`src/hw/rtl/mdr_cmc_pkg.sv`:
```
// ----------------------------------------------------------------------------
// mdr_cmc_pkg
// shared types and constants for the confusion matrix classifier
// ----------------------------------------------------------------------------
package mdr_cmc_pkg;

   localparam int MAX_ORDER   = 4;
   localparam int ORDER_W     = 3;
   localparam int GENO_W      = 2;
   localparam int COUNT_W     = 16;
   localparam int INDEX_W     = COUNT_W + 1;
   localparam int TUPLE_W     = 7;
   localparam int MAP_LOW_W   = 64;
   localparam int MAP_HIGH_W  = 17;
   localparam int MAP_W       = MAP_LOW_W + MAP_HIGH_W;
   localparam int CSR_INDEX_W = 3;
   localparam int CSR_DATA_W  = 64;

   localparam logic [GENO_W-1:0]  MISSING_GENO      = 2'd3;
   localparam logic [ORDER_W-1:0] MODEL_ORDER_RESET = 3'd2;

   typedef logic [TUPLE_W-1:0] tuple_weight_type [MAX_ORDER];
   localparam tuple_weight_type GENO_WEIGHT = '{7'd1, 7'd3, 7'd9, 7'd27};

   typedef enum logic [CSR_INDEX_W-1:0] {
      CSR_MODEL_ORDER      = 3'd0,
      CSR_AFFECTED_COUNT   = 3'd1,
      CSR_UNAFFECTED_COUNT = 3'd2,
      CSR_RISKY_MAP_LOW    = 3'd3,
      CSR_RISKY_MAP_HIGH   = 3'd4
   } csr_index_type;

   typedef struct packed {
      logic [GENO_W-1:0] geno_0;
      logic [GENO_W-1:0] geno_1;
      logic [GENO_W-1:0] geno_2;
      logic [GENO_W-1:0] geno_3;
   } req_word_type;

   typedef struct packed {
      logic               predicted_risky;
      logic               sample_affected;
      logic               done_res;
      logic [COUNT_W-1:0] true_pos;
      logic [COUNT_W-1:0] false_neg;
      logic [COUNT_W-1:0] false_pos;
      logic [COUNT_W-1:0] true_neg;
   } rsp_word_type;

endpackage

```
`src/hw/rtl/mdr_confusion_matrix_classifier_top.sv`:
```
// ----------------------------------------------------------------------------
// mdr_confusion_matrix_classifier_top
// request words enter the input register; response words leave the result register
// throughput: one word per cycle, set by those registers, unless rsp_stall holds
// the bitmap lookup and counter update sit between those two registers
// reset: synchronous, active high; configuration registers return to their defaults
// (model order 2), the sample index and all four counters clear
// ----------------------------------------------------------------------------
module mdr_confusion_matrix_classifier_top
   import mdr_cmc_pkg::*;
(
   input  logic                   clock,
   input  logic                   reset,
   input  logic                   req_valid,
   output logic                   req_stall,
   input  req_word_type           req_word,
   output logic                   rsp_valid,
   input  logic                   rsp_stall,
   output rsp_word_type           rsp_word,
   input  logic                   csr_write,
   input  logic [CSR_INDEX_W-1:0] csr_index,
   input  logic [CSR_DATA_W-1:0]  csr_wdata
);

   logic [ORDER_W-1:0]    model_order_ff;
   logic [COUNT_W-1:0]    affected_count_ff;
   logic [COUNT_W-1:0]    unaffected_count_ff;
   logic [MAP_LOW_W-1:0]  risky_map_low_ff;
   logic [MAP_HIGH_W-1:0] risky_map_high_ff;

   logic                  in_valid_ff, in_valid_in;
   req_word_type          in_word_ff;
   logic                  rsp_valid_ff, rsp_valid_in;
   rsp_word_type          rsp_word_ff, rsp_word_in;

   logic [INDEX_W-1:0]    sample_index_ff, sample_index_in;
   logic [COUNT_W-1:0]    tp_ff, tp_in, fn_ff, fn_in, fp_ff, fp_in, tn_ff, tn_in;

   logic                  accept;
   logic                  advance;
   logic [ORDER_W-1:0]    eff_order;
   logic [GENO_W-1:0]     geno [MAX_ORDER];
   logic [TUPLE_W-1:0]    tuple_idx;
   logic                  missing;
   logic                  risky;
   logic                  affected;
   logic                  done;
   logic [INDEX_W-1:0]    total;
   logic [MAP_W-1:0]      risky_map;

   // handshake
   assign advance     = in_valid_ff && !(rsp_valid_ff && rsp_stall);
   assign req_stall   = in_valid_ff && !advance;
   assign accept      = req_valid && !req_stall;
   assign in_valid_in = accept || (in_valid_ff && !advance);
   assign rsp_valid_in = advance || (rsp_valid_ff && rsp_stall);
   assign rsp_valid   = rsp_valid_ff;
   assign rsp_word    = rsp_word_ff;

   // configuration registers
   always_ff @(posedge clock) begin
      if (reset) begin
         model_order_ff      <= MODEL_ORDER_RESET;
         affected_count_ff   <= '0;
         unaffected_count_ff <= '0;
         risky_map_low_ff    <= '0;
         risky_map_high_ff   <= '0;
      end else if (csr_write) begin
         case (csr_index)
            CSR_MODEL_ORDER:      model_order_ff      <= csr_wdata[ORDER_W-1:0];
            CSR_AFFECTED_COUNT:   affected_count_ff   <= csr_wdata[COUNT_W-1:0];
            CSR_UNAFFECTED_COUNT: unaffected_count_ff <= csr_wdata[COUNT_W-1:0];
            CSR_RISKY_MAP_LOW:    risky_map_low_ff    <= csr_wdata[MAP_LOW_W-1:0];
            CSR_RISKY_MAP_HIGH:   risky_map_high_ff   <= csr_wdata[MAP_HIGH_W-1:0];
            default: begin
            end
         endcase
      end
   end

   // tuple index and bitmap lookup
   assign geno[0]   = in_word_ff.geno_0;
   assign geno[1]   = in_word_ff.geno_1;
   assign geno[2]   = in_word_ff.geno_2;
   assign geno[3]   = in_word_ff.geno_3;
   assign risky_map = {risky_map_high_ff, risky_map_low_ff};

   always_comb begin
      if (model_order_ff == '0) begin
         eff_order = ORDER_W'(1);
      end else if (model_order_ff > ORDER_W'(MAX_ORDER)) begin
         eff_order = ORDER_W'(MAX_ORDER);
      end else begin
         eff_order = model_order_ff;
      end
      missing   = 1'b0;
      tuple_idx = '0;
      for (int k = 0; k < MAX_ORDER; k++) begin
         if (ORDER_W'(k) < eff_order) begin
            if (geno[k] == MISSING_GENO) begin
               missing = 1'b1;
            end
            tuple_idx = tuple_idx + TUPLE_W'(TUPLE_W'(geno[k]) * GENO_WEIGHT[k]);
         end
      end
      risky = !missing && risky_map[tuple_idx];
   end

   // classification and running counts
   always_comb begin
      total    = INDEX_W'(affected_count_ff) + INDEX_W'(unaffected_count_ff);
      affected = sample_index_ff < INDEX_W'(affected_count_ff);
      done     = ({1'b0, sample_index_ff} + (INDEX_W+1)'(1)) >= {1'b0, total};

      tp_in = tp_ff;
      fn_in = fn_ff;
      fp_in = fp_ff;
      tn_in = tn_ff;
      if (affected && risky) begin
         tp_in = tp_ff + COUNT_W'(1);
      end else if (affected) begin
         fn_in = fn_ff + COUNT_W'(1);
      end else if (risky) begin
         fp_in = fp_ff + COUNT_W'(1);
      end else begin
         tn_in = tn_ff + COUNT_W'(1);
      end

      rsp_word_in.predicted_risky = risky;
      rsp_word_in.sample_affected = affected;
      rsp_word_in.done_res        = done;
      rsp_word_in.true_pos        = tp_in;
      rsp_word_in.false_neg       = fn_in;
      rsp_word_in.false_pos       = fp_in;
      rsp_word_in.true_neg        = tn_in;

      sample_index_in = sample_index_ff + INDEX_W'(1);
      if (done) begin
         sample_index_in = '0;
         tp_in           = '0;
         fn_in           = '0;
         fp_in           = '0;
         tn_in           = '0;
      end
   end

   always_ff @(posedge clock) begin
      if (reset) begin
         in_valid_ff     <= 1'b0;
         rsp_valid_ff    <= 1'b0;
         sample_index_ff <= '0;
         tp_ff           <= '0;
         fn_ff           <= '0;
         fp_ff           <= '0;
         tn_ff           <= '0;
      end else begin
         in_valid_ff  <= in_valid_in;
         rsp_valid_ff <= rsp_valid_in;
         if (advance) begin
            sample_index_ff <= sample_index_in;
            tp_ff           <= tp_in;
            fn_ff           <= fn_in;
            fp_ff           <= fp_in;
            tn_ff           <= tn_in;
         end
      end
   end

   // payload registers
   always_ff @(posedge clock) begin
      if (accept) begin
         in_word_ff <= req_word;
      end
      if (advance) begin
         rsp_word_ff <= rsp_word_in;
      end
   end

endmodule
```
`config.mk`:
```
export PLATFORM = sky130hd
export DESIGN_NAME = mdr_confusion_matrix_classifier_top
export DESIGN_NICKNAME = d
export VERILOG_FILES = /design/src/hw/rtl/mdr_cmc_pkg.sv /design/src/hw/rtl/mdr_confusion_matrix_classifier_top.sv
export SDC_FILE = /design/constraint.sdc
export NUM_CORES = 1
export LEC_CHECK = 0
export ABC_AREA = 1
export BUFFER_PORTS_ARGS = -buffer_cell sky130_fd_sc_hd__clkbuf_2
export CAP_MARGIN = 20
export CORE_AREA = 2 2 117 232
export CTS_CLUSTER_DIAMETER = 200
export DETAILED_ROUTE_END_ITERATION = 16
export DIE_AREA = 0 0 119 234
export PLACE_DENSITY = 0.77
export SYNTH_ARGS = -nofsm -noshare
export SYNTH_HDL_FRONTEND = slang
export SYNTH_SLANG_ARGS = --single-unit
```
`constraint.sdc`:
```
create_clock -name clock -period 16.1 [get_ports clock]
set_input_delay 3.22 -clock clock [delete_from_list [all_inputs] [get_ports clock]]
set_output_delay 3.22 -clock clock [all_outputs]
set_load 0.1 [all_outputs]
```
Word-level counts from Yosys, hierarchy flattened --
Index checks and enable logic that the tools add are counted. Widths: inputs -> output; s select.
Storage, ports and cells: output and inout port bits 69, bits in registers 274, word-level logic and storage cells 101, bits of input ports 80
Operators by class: add/subtract/negate cells 10, multiplexer cells 30, $mul 3, $lt $le $gt $ge 8, reduce and logical (&&, ||, !) cells 19, equal/unequal tests 8
Operator list (number):
- $mux 16 | 13
- $add 16x1->16 const B | 4
- $mux 7 | 3
- $add 17x1->18 const B | 1
- $ge 18x17->1 | 1
- $add 16x16->17 | 1
- $add 17x1->17 const B | 1
- $lt 17x16->1 | 1
- $mux 17 | 1
- $reduce_and 2->1 | 5
- $mux 1 | 9
- $eq 2x2->1 const B | 4
- $lt 7x8->1 const B | 1
- $add 7x4->7 | 1
- $add 7x6->7 | 1
- $add 7x7->7 | 1
- $bmux 1 s7 | 1
- $mul 2x5->7 const B | 1
- $eq 3x2->1 const B | 2
- $logic_and 1x1->1 | 6
- $logic_not 3->1 | 2
- $lt 1x3->1 const A | 2
- $lt 2x3->1 const A | 2
- $mul 2x4->6 const B | 1
- 8 further kinds | 13

Depth between registers and ports, before layout --
Gate-level depths: netlist of the first run.
depth in word-level cells 18, mapped depth 35, mapped depth without buffers 33

Least setup slack after synthesis of the first run --
OpenSTA, ideal clock, no wires.
kind input port to output port, start point input rsp_stall, end point output req_stall, stages 2, path slack 8255 ps, data required time 12880 ps, buffers on the path 0, arrival time 4625 ps, cells stage by stage nand2_1 -> nor2_1
Between the ends: cells in the longest elaborated chain, start to end 5
RTL lines:
- from (decl) | RTL line mdr_confusion_matrix_classifier_top.sv:18 | input logic rsp_stall,
- $logic_and 1x1->1 | RTL line mdr_confusion_matrix_classifier_top.sv:52 | assign advance = in_valid_ff && !(rsp_valid_ff && rsp_stall);
- $logic_not 1->1 | RTL line mdr_confusion_matrix_classifier_top.sv:52
- $logic_and 1x1->1 | RTL line mdr_confusion_matrix_classifier_top.sv:52
- $logic_not 1->1 | RTL line mdr_confusion_matrix_classifier_top.sv:53 | assign req_stall = in_valid_ff && !advance;
- $logic_and 1x1->1 | RTL line mdr_confusion_matrix_classifier_top.sv:53
- to (decl) | RTL line mdr_confusion_matrix_classifier_top.sv:15 | output logic req_stall,
Every way passes these cells.

Worst setup path after layout of the first run --
Ends and elaborated chain as after synthesis.

==> impl_metrics.json, run 1 <==
{
  "fin_cells": 2445,
  "synth_edf_count": 75,
  "fp.coreArea_um2": 26200,
  "min_period_over_period_pct": 45.3,
  "die_area_um2": 27800,
  "cts_resized": 0,
  "postRouteAntennaNets": 0,
  "rsz0062_at_grt": "no",
  "path_class": "in -> out",
  "antenna_found_initial": 0,
  "status": "finished, final reports clean",
  "layout-drive-gt1-share_pct": 11.7,
  "drc": 0,
  "die_y_um": 234,
  "cts-root-buf": "clkbuf_16",
  "start_kind": "input pin",
  "drt-pass1-iter-count": 8,
  "critPathMaxFanout": 4,
  "cts.hold.buffers_added": 0,
  "seq_area_um2": 6240,
  "grtUsageMet2_pct": 51.5,
  "slew_viol_final": 0,
  "n_fill_cell": 2326,
  "vias": 13500,
  "arrival_ns": 4.08,
  "grt_pass1_vias": 12900,
  "synth_ff_type": "dfxtp_1",
  "num_io_pins": 149,
  "dieWidth_um": 119,
  "p_leak_nw": 6.87,
  "synth_seq_area_share_pct": 41.8,
  "ys_warn_count": 0,
  "synthTopCellsByCount": "nand2_1 (500), inv_1 (213), a21oi_1 (204)",
  "grt.total_usage_pct": 26.2,
  "routed_wirelength_mm": 36.5,
  "cp.required_ns": 12.88,
  "synth_area_um2": 14900,
  "clock_skew_ns": 0.0170,
  "cts_setup_buffers": 0,
  "rows": 84,
  "gr-usage-met3_pct": 2.70,
  "fin_nets": 2241,
  "multi_input_area_um2": 7470,
  "fin_tns_setup_ns": 0,
  "clk_path_buf_depth": 3,
  "drtIter0Drc": 918,
  "post_drt_wl_per_cell_um": 14.9,
  "htreeDepth": 1,
  "yosys-top-cells-area": "dfxtp_1 (27%), edfxtp_1 (15%), nand2_1 (13%), a21oi_1 (6.8%), ha_1 (6.0%)",
  "grt_pass1_wl_mm": 59.8,
  "setup_viol": 0,
  "yosysMostFrequentCell": "nand2_1",
  "timing.fmax_mhz": 137,
  "ys_types": 47,
  "postSynthCellCount": 1987,
  "grt_busiest_layer": "met2",
  "cap_viol_max_count": 0,
  "clk_pin_slew_worst_paths_ns": 0.06,
  "dpl.cell_count": 2399,
  "hold_ws_ns": 0.445,
  "hpwl_mm": 26.0,
  "cts_tree": "yes",
  "synthesis.nets": 2146,
  "ir_drop_mv": 0.103,
  "power_density_nw_per_um2": 104,
  "synth_top_area_share_pct": 26.7,
  "gp_congestion": 0.941,
  "async_flop_share_pct": 0,
  "tightest_slew_ns": 1.02,
  "grt_max_degree": 129,
  "avgSynthCellArea_um2": 7.50,
  "max_slew_margin_pct": 29.9,
  "endpoint_kind": "output port",
  "cts-buffers-inserted": 25,
  "cts.sink_count": 274,
  "grt_overflow": 0,
  "finalCriticalPeriod_ns": 7.30,
  "ys_ff_latch": 274,
  "areaGrowthSynthToFinish_pct": 11.5,
  "worstSkewPairLatency_ns": 0.55,
  "start_util_pct": 57.0,
  "hold_path_class": "reg -> reg",
  "avgViaCountPerCell": 5.53,
  "hold_viol_final": 0,
  "grtUsageMet1_pct": 27.4,
  "synth.largest_area_cell": "dfxtp_1",
  "portBuffers": 148,
  "antenna_cells": 0
}
-- cells by family (layout without fill, tap and decap cells) --
family          Yosys count  in the layout  synth area share, %
compound gates          395            395                 14.2
xor+xnor                 58             58                 3.41
fa+ha+maj                79             79                 6.98
buf+inv                 308            422                 8.31
flops                   274            274                 41.8
simple gates            873            873                 25.2
-- cell type report --
class	count	area share, %
clock buffer	27	3.81
clock inverter	19	1.40
inverter	220	4.97
multi-input combinational	1405	44.9
sequential	274	37.5
tap	344	2.59
timing repair buffer	156	4.82
-- per-layer routing --
metal | wire length, um | part of all wire (%)
met5 | 0 | 0
met2 | 19900 | 54
met3 | 1530 | 4.2
met1 | 13500 | 37
met4 | 1570 | 4.3
-- power breakdown --
part / internal (mW) / switching, mW
registers: 0.729 / 0.0106
logic: 0.0871 / 0.261
clock network: 0.366 / 0.269
-- through the flow --
step,cell area [um2],power [mW],setup WS [ns],util [%]
after floorplan,14900,1.03,8.26,-
after global placement,15800,1.09,8.80,60.2
after detailed placement,15800,1.10,8.80,60.2
after CTS,16600,1.73,8.79,63.5
after global routing,16600,1.80,8.70,63.5
final,16600,1.72,8.80,63.5
-- final timing paths --
| path | slack, ns | depth (start not counted) | to | start |
|---|---|---|---|---|
| worst min-delay path | 0.45 | 2 | risky_map_low_ff[19]$_SDFFE_PP0P_ | risky_map_low_ff[19]$_SDFFE_PP0P_ |
| worst max-delay path | 8.80 | 4 | req_stall | rsp_stall |
| worst min register to register | 0.45 | 2 | risky_map_low_ff[19]$_SDFFE_PP0P_ | risky_map_low_ff[19]$_SDFFE_PP0P_ |
| worst max register to register | 9.17 | 26 | fn_ff[10]$_SDFFE_PP0P_ | geno[4]$_DFFE_PP_ |
-- critical path, stage by stage --
cell	delay (ns)
clkbuf_2	0.10
nand2_1	0.09
nor2_1	0.15
clkbuf_2	0.51
-- cells in the final DEF (no fill, tap or decap), drive strengths merged, types with 34 or more instances in the layout --
cell    instances
a21oi         206
clkbuf        175
dfxtp         199
edfxtp         75
ha             72
inv           220
nand2         505
nand3         136
nor2          134
nor3           34
o21ai         166
xor2           35
-- sequential cells by signal (all words and copies together), names as in the netlist, 17 cells and up --
register / count
risky_map_low_ff: 64
rsp_word: 67
sample_index_ff: 17
risky_map_high_ff: 17
Note: power is estimated with default switching activity, not from simulation.
==> inputs of run 2 (changes only) <==
Settings changed: ABC_AREA 1 to 0, CORE_AREA 2 2 117 232 to 2 2 118 235, DIE_AREA 0 0 119 234 to 0 0 120 237, PLACE_DENSITY 0.77 to 0.78.
Clock period 16.1 ns to 6.95 ns, I/O delays scaled along.
==> run 2 against run 1 <==
Against the previous run: count of clock-buffer cells in the layout grew 9; critical path depth rose by 21; sequential share of layout area down 1.4 points; sequential power increased by 130%; wire length is 3.1% higher; combinational power is 140% higher; global-route usage is essentially flat; largest cell class unchanged; largest power group unchanged.
==> impl_metrics.json, run 2 <==
{
  "status": "finished, final reports clean",
  "max_slew_margin_pct": 28.0,
  "finalCriticalPeriod_ns": 6.56,
  "arrival_ns": 7.01,
  "die_y_um": 237,
  "postRouteAntennaNets": 0,
  "synthTopCellsByCount": "nand2_1 (342), dfxtp_1 (199), a21oi_1 (172)",
  "cts_tree": "yes",
  "reg2reg_to": "fn_ff[5]$_SDFFE_PP0P_",
  "power_density_nw_per_um2": 232,
  "slew_viol_final": 0,
  "largest_register_ffs": 67,
  "gp_congestion": 0.971,
  "cts-buffers-inserted": 26,
  "routed_wirelength_mm": 37.6,
  "postSynthCellCount": 1734,
  "async_flop_share_pct": 0,
  "drt-pass1-iter-count": 6,
  "place_ws_ns": 0.223,
  "avgSynthCellArea_um2": 8.81,
  "ir_drop_mv": 0.290,
  "worstSkewPairLatency_ns": 0.55,
  "p_total_mw": 4.01,
  "cts.sink_count": 274,
  "areaGrowthSynthToFinish_pct": 13.1,
  "hpwl_mm": 26.0,
  "fin_cells": 2208,
  "cp.required_ns": 7.40,
  "htreeDepth": 1,
  "cts-root-buf": "clkbuf_16",
  "dr_wl_met2_mm": 18.1,
  "portBuffers": 148,
  "fin_nets": 1998,
  "clk_path_buf_depth": 3,
  "num_io_pins": 149,
  "wl_met1_mm": 16.0,
  "worstHoldPathCells": 1,
  "p_leak_nw": 6.82,
  "r2r_start": "geno[4]$_DFFE_PP_",
  "synth_top_area_share_pct": 26.1,
  "start_util_pct": 57.2,
  "final_cell_mix": "nand2_1 (342), dfxtp_1 (199), a21oi_1 (171), clkbuf_2 (147), edfxtp_1 (75)",
  "vias": 13200,
  "hold_ws_ns": 0.438,
  "drc": 0,
  "clk_pin_slew_worst_paths_ns": 0.07,
  "clock_skew_ns": 0.0214,
  "timing.fmax_mhz": 153,
  "min_period_over_period_pct": 94.3,
  "synth_edf_count": 75,
  "setup_viol": 0,
  "wl_met3_mm": 2.30,
  "start_kind": "register",
  "top_layer_used": "met4",
  "grt_pass1_vias": 12500,
  "synthesis.nets": 1893,
  "final_common_cell": "nand2_1",
  "worstHoldEndpoint": "fn_ff[15]$_SDFFE_PP0P_",
  "path_class": "reg -> reg",
  "drtIter0Drc": 1077,
  "ys_warn_count": 0,
  "setup_slack_ns": 0.395,
  "critPathMaxFanout": 23,
  "grt_pass1_wl_mm": 61.6,
  "avgViaCountPerCell": 5.98,
  "fp.coreArea_um2": 26700,
  "grt.total_usage_pct": 26.2,
  "antenna_found_initial": 1,
  "synth_seq_area_share_pct": 40.8,
  "dpl.cell_count": 2153,
  "post_drt_wl_per_cell_um": 17.0,
  "ys_types": 97,
  "synth_ff_type": "dfxtp_1",
  "hold_path_class": "reg -> reg",
  "layout-drive-gt1-share_pct": 15.9,
  "ys_ff_latch": 274,
  "dieWidth_um": 120,
  "fin_tns_setup_ns": 0,
  "reg2reg_depth": 25,
  "reg2reg_setup_slack_ns": 0.39,
  "cap_viol_max_count": 0,
  "rsz0062_at_grt": "no",
  "synth.largest_area_cell": "dfxtp_1",
  "hp-start": "fn_ff[15]$_SDFFE_PP0P_",
  "die_area_um2": 28400,
  "yosysMostFrequentCell": "nand2_1",
  "grt_max_degree": 116,
  "hold_viol_final": 0,
  "grt_overflow": 0,
  "synth_area_um2": 15300,
  "endpoint_kind": "register",
  "tightest_slew_ns": 1.08,
  "rows": 85,
  "yosys-top-cells-area": "dfxtp_1 (26%), edfxtp_1 (15%), nand2_1 (8.4%), ha_1 (5.9%), a21oi_1 (5.6%)"
}
## run 2: cell types whose count changed in the layout (fill, tap and decap cells not counted), moves of 19 or more
cell     previous run  this run
o21ai_2            19         0
nand2_1           500       342
inv_1             213        68
buf_4               8        30
o21ai_0           138        47
and3_1              0        29
nor2_1            126        49
nand4_1            31         7
a21oi_1           204       171
nand3_1           129        67
xnor2_1            23        51
a21o_1              0        33
## run 2: critical path: stages, from the launching register on
cell and delay [ns]:
edfxtp_1 0.38, inv_1 0.07, fa_1 0.53, inv_1 0.04, ha_1 0.35, o21ai_0 0.09
nand2_1 0.08, ha_1 0.28, ha_1 0.34, o21ai_0 0.23, fa_1 0.45, inv_1 0.07
ha_1 0.24, nand2_1 0.17, o211ai_2 0.36, buf_4 0.30, a221oi_1 0.36, o22ai_1 0.13
a221oi_1 0.34, a22oi_1 0.18, o22ai_4 0.33, buf_4 0.22, o21ai_1 0.06, buf_4 0.23
or4b_1 0.53, o221ai_1 0.08
## run 2: worst max-delay path by stage
stage / endpoint / from / slack [ns]
finish: fn_ff[5]$_SDFFE_PP0P_ / geno[4]$_DFFE_PP_ / 0.39
global route: fn_ff[5]$_SDFFE_PP0P_ / geno[5]$_DFFE_PP_ / 0.003
CTS: fp_ff[13]$_SDFFE_PP0P_ / geno[4]$_DFFE_PP_ / 0.23
detailed placement: fp_ff[13]$_SDFFE_PP0P_ / geno[4]$_DFFE_PP_ / 0.22
global placement: fp_ff[13]$_SDFFE_PP0P_ / geno[5]$_DFFE_PP_ / 0.37
floorplan: rsp_word[1]$_DFFE_PP_ / geno[4]$_DFFE_PP_ / 1.00
## run 2: what timing repair did
item / 4_1_cts / 5_1_grt
hold buffers: 0 / 0
endpoints found under the setup margin: 0 / 104
setup buffers: 0 / 4
resized for setup: 0 / 13
## run 2: layer usage
metal	up-vias	track usage (%)
met5	-	0
met4	0	9.06
met3	71	3.66
met2	412	43.5
met1	6280	34.7
li1	6432	-
## run 2: cell families (layout without fill, tap and decap cells)
family,Yosys count,in the layout,synth area share (%)
buf+inv,175,300,4.60
compound gates,431,431,18.8
other cells,0,1,0
simple gates,647,647,20.5
fa+ha+maj,79,79,6.82
flops,274,274,40.8
xor+xnor,92,92,5.28
mux,36,36,3.12
## run 2: area by class of cell
cell class / instances / area, um2
multi-input cells: 1285 / 8420
clock buffers: 36 / 771
inverters: 73 / 275
well taps: 348 / 435
diodes: 1 / 2.50
flip-flops and latches: 274 / 6240
fillers: 2267 / 9430
clock inverters: 12 / 115
repair buffers: 179 / 1010
## run 2: report_power, final
group	internal [mW]	switching [mW]	total, mW
sequential	1.68	0.0269	1.71
combinational	0.239	0.587	0.826
clock	0.851	0.619	1.47
total	2.77	1.23	4.01
## run 2: per-stage QoR
step                util [%]  instance area, um2
CTS                     64.2               17100
finish                  64.7               17300
floorplan                  -               15300
global placement        60.9               16200
global route            64.7               17300
detailed placement      60.9               16200
==> inputs of run 3 (changes only) <==
Settings changed: PLACE_DENSITY 0.78 to 0.84.
==> run 3 against run 2 <==
Against the previous run: global-route usage up 0.22 points; utilization about the same; die area did not move.
==> impl_metrics.json, run 3 (synthesis results as in run 2) <==
{
  "hold_path_class": "reg -> reg",
  "slew_viol_final": 0,
  "hold_ws_ns": 0.436,
  "areaGrowthSynthToFinish_pct": 13.1,
  "grt_overflow": 0,
  "fp.coreArea_um2": 26700,
  "p_leak_nw": 6.83,
  "finalCriticalPeriod_ns": 6.61,
  "placed_area_um2": 16300,
  "drc": 0,
  "path_common_cell": "ha_1",
  "fin_cells": 2216,
  "post_drt_wl_per_cell_um": 17.5,
  "ir_drop_mv": 0.191,
  "avgViaCountPerCell": 6.03,
  "hold_viol_final": 0,
  "arrival_ns": 7.06,
  "num_io_pins": 149,
  "dpl.cell_count": 2158,
  "status": "finished, final reports clean",
  "final_cell_mix": "nand2_1 (342), dfxtp_1 (199), a21oi_1 (171), clkbuf_2 (147), edfxtp_1 (75)",
  "cts.sink_count": 274,
  "setup_viol": 0,
  "vias": 13400,
  "clk_path_buf_depth": 3,
  "crit_slowest_cell": "a21oi_1",
  "endpoint_kind": "register",
  "routed_wirelength_mm": 38.8,
  "clock_skew_ns": 0.0131,
  "drt-pass1-iter-count": 7,
  "grt.total_usage_pct": 26.4,
  "cap_viol_max_count": 0,
  "antenna_found_initial": 0,
  "min_period_over_period_pct": 95.2,
  "fin_nets": 2009,
  "max_slew_margin_pct": 29.0,
  "cp.required_ns": 7.40,
  "grt_max_degree": 86,
  "reg2reg_setup_slack_ns": 0.34,
  "start_util_pct": 57.2,
  "postRouteAntennaNets": 0,
  "antenna_cells": 0,
  "p_switching_mw": 1.25,
  "largest_register_ffs": 67,
  "layout-drive-gt1-share_pct": 16.3,
  "worst_path_largest_cell_delay_ns": 0.59,
  "dieWidth_um": 120,
  "path_class": "reg -> reg",
  "p_comb_share_pct": 22.1,
  "pwr-share-clk_pct": 34.4,
  "fin_area_um2": 17300,
  "die_area_um2": 28400,
  "power_density_nw_per_um2": 227,
  "start_kind": "register",
  "clk_pin_slew_worst_paths_ns": 0.06,
  "switching_share_pct": 31.9,
  "cts.hold.buffers_added": 0,
  "p_int_mw": 2.67,
  "cts_tree": "yes",
  "tightest_slew_ns": 1.06,
  "rows": 85,
  "fin_tns_setup_ns": 0,
  "rsz0062_at_grt": "yes",
  "grt_pass1_vias": 12500,
  "drtIter0Drc": 1154,
  "cts-buffers-inserted": 25,
  "die_y_um": 237,
  "htreeDepth": 1,
  "critPathMaxFanout": 23,
  "seq_power_share_pct": 43.6,
  "cts-root-buf": "clkbuf_16",
  "worstSkewPairLatency_ns": 0.55,
  "portBuffers": 148,
  "gp_congestion": 0.938,
  "final_common_cell": "nand2_1",
  "hpwl_mm": 26.7,
  "grt_pass1_wl_mm": 62.0,
  "timing.fmax_mhz": 151
}
-- run 3: cell types whose count changed in the layout (fill, tap and decap cells not counted), moves of 2 or more --
cell       delta
a221oi_1      -2
a221oi_2      +2
a32oi_2       +2
buf_4        +11
clkbuf_1      +2
clkbuf_16     -2
clkbuf_8      -3
clkinv_4      +2
o211ai_2      -2
o211ai_4      +2
-- run 3: power by group through the flow --
stage / Clock, mW / Sequential (mW) / Combinational (mW)
6_report: 1.35 / 1.71 / 0.866
5_1_grt: 1.44 / 1.71 / 0.926
4_1_cts: 1.37 / 1.71 / 0.809
3_5_place_dp: 0 / 1.75 / 0.806
3_3_place_gp: 0 / 1.75 / 0.800
2_1_floorplan: 0 / 1.89 / 0.449
-- run 3: final timing paths --
path / end / from / depth (start not counted)
min reg2reg: fn_ff[15]$_SDFFE_PP0P_ / fn_ff[15]$_SDFFE_PP0P_ / 1
max reg2reg: fn_ff[5]$_SDFFE_PP0P_ / geno[5]$_DFFE_PP_ / 25
max: fn_ff[5]$_SDFFE_PP0P_ / geno[5]$_DFFE_PP_ / 25
min: fn_ff[15]$_SDFFE_PP0P_ / fn_ff[15]$_SDFFE_PP0P_ / 1
-- run 3: repair_timing --
item / CTS / global route
setup endpoints to repair: 0 / 108
gates resized for setup: 0 / 15
buffers inserted: 0 / 10
-- run 3: metal layers --
metal	vias up	GRT usage, %	wire length [um]
met3	70	2.75	2320
met1	6410	35.0	16000
met5	-	0	0
met4	0	8.31	1100
li1	6458	-	-
met2	430	45.0	19400
-- run 3: area by class of cell --
cell class              instances  area, um2
multi-input cells            1286       8460
repair buffers                190       1080
inverters                      73        275
clock inverters                12       95.1
clock buffers                  33        687
flip-flops and latches        274       6240
fillers                      2223       9420
well taps                     348        435
-- run 3: stage by stage --
stage               setup WS [ns]  utilization [%]  power [mW]
finish                      0.336             64.7        3.92
global route              -0.0562             64.7        4.08
CTS                         0.201             63.9        3.89
detailed placement          0.216             61.0        2.55
global placement            0.341             61.0        2.54
floorplan                    1.00                -        2.34
-- run 3: critical path: cells and delay by family (launching register included) --
| kind | cells | cell delay (ns) |
|---|---|---|
| DFF | 1 | 0.41 |
| adders and majority gates | 6 | 2.28 |
| buffers and inverters | 7 | 0.93 |
| AOI/OAI and AO/OA | 9 | 2.21 |
| and+or+nand+nor | 3 | 0.67 |
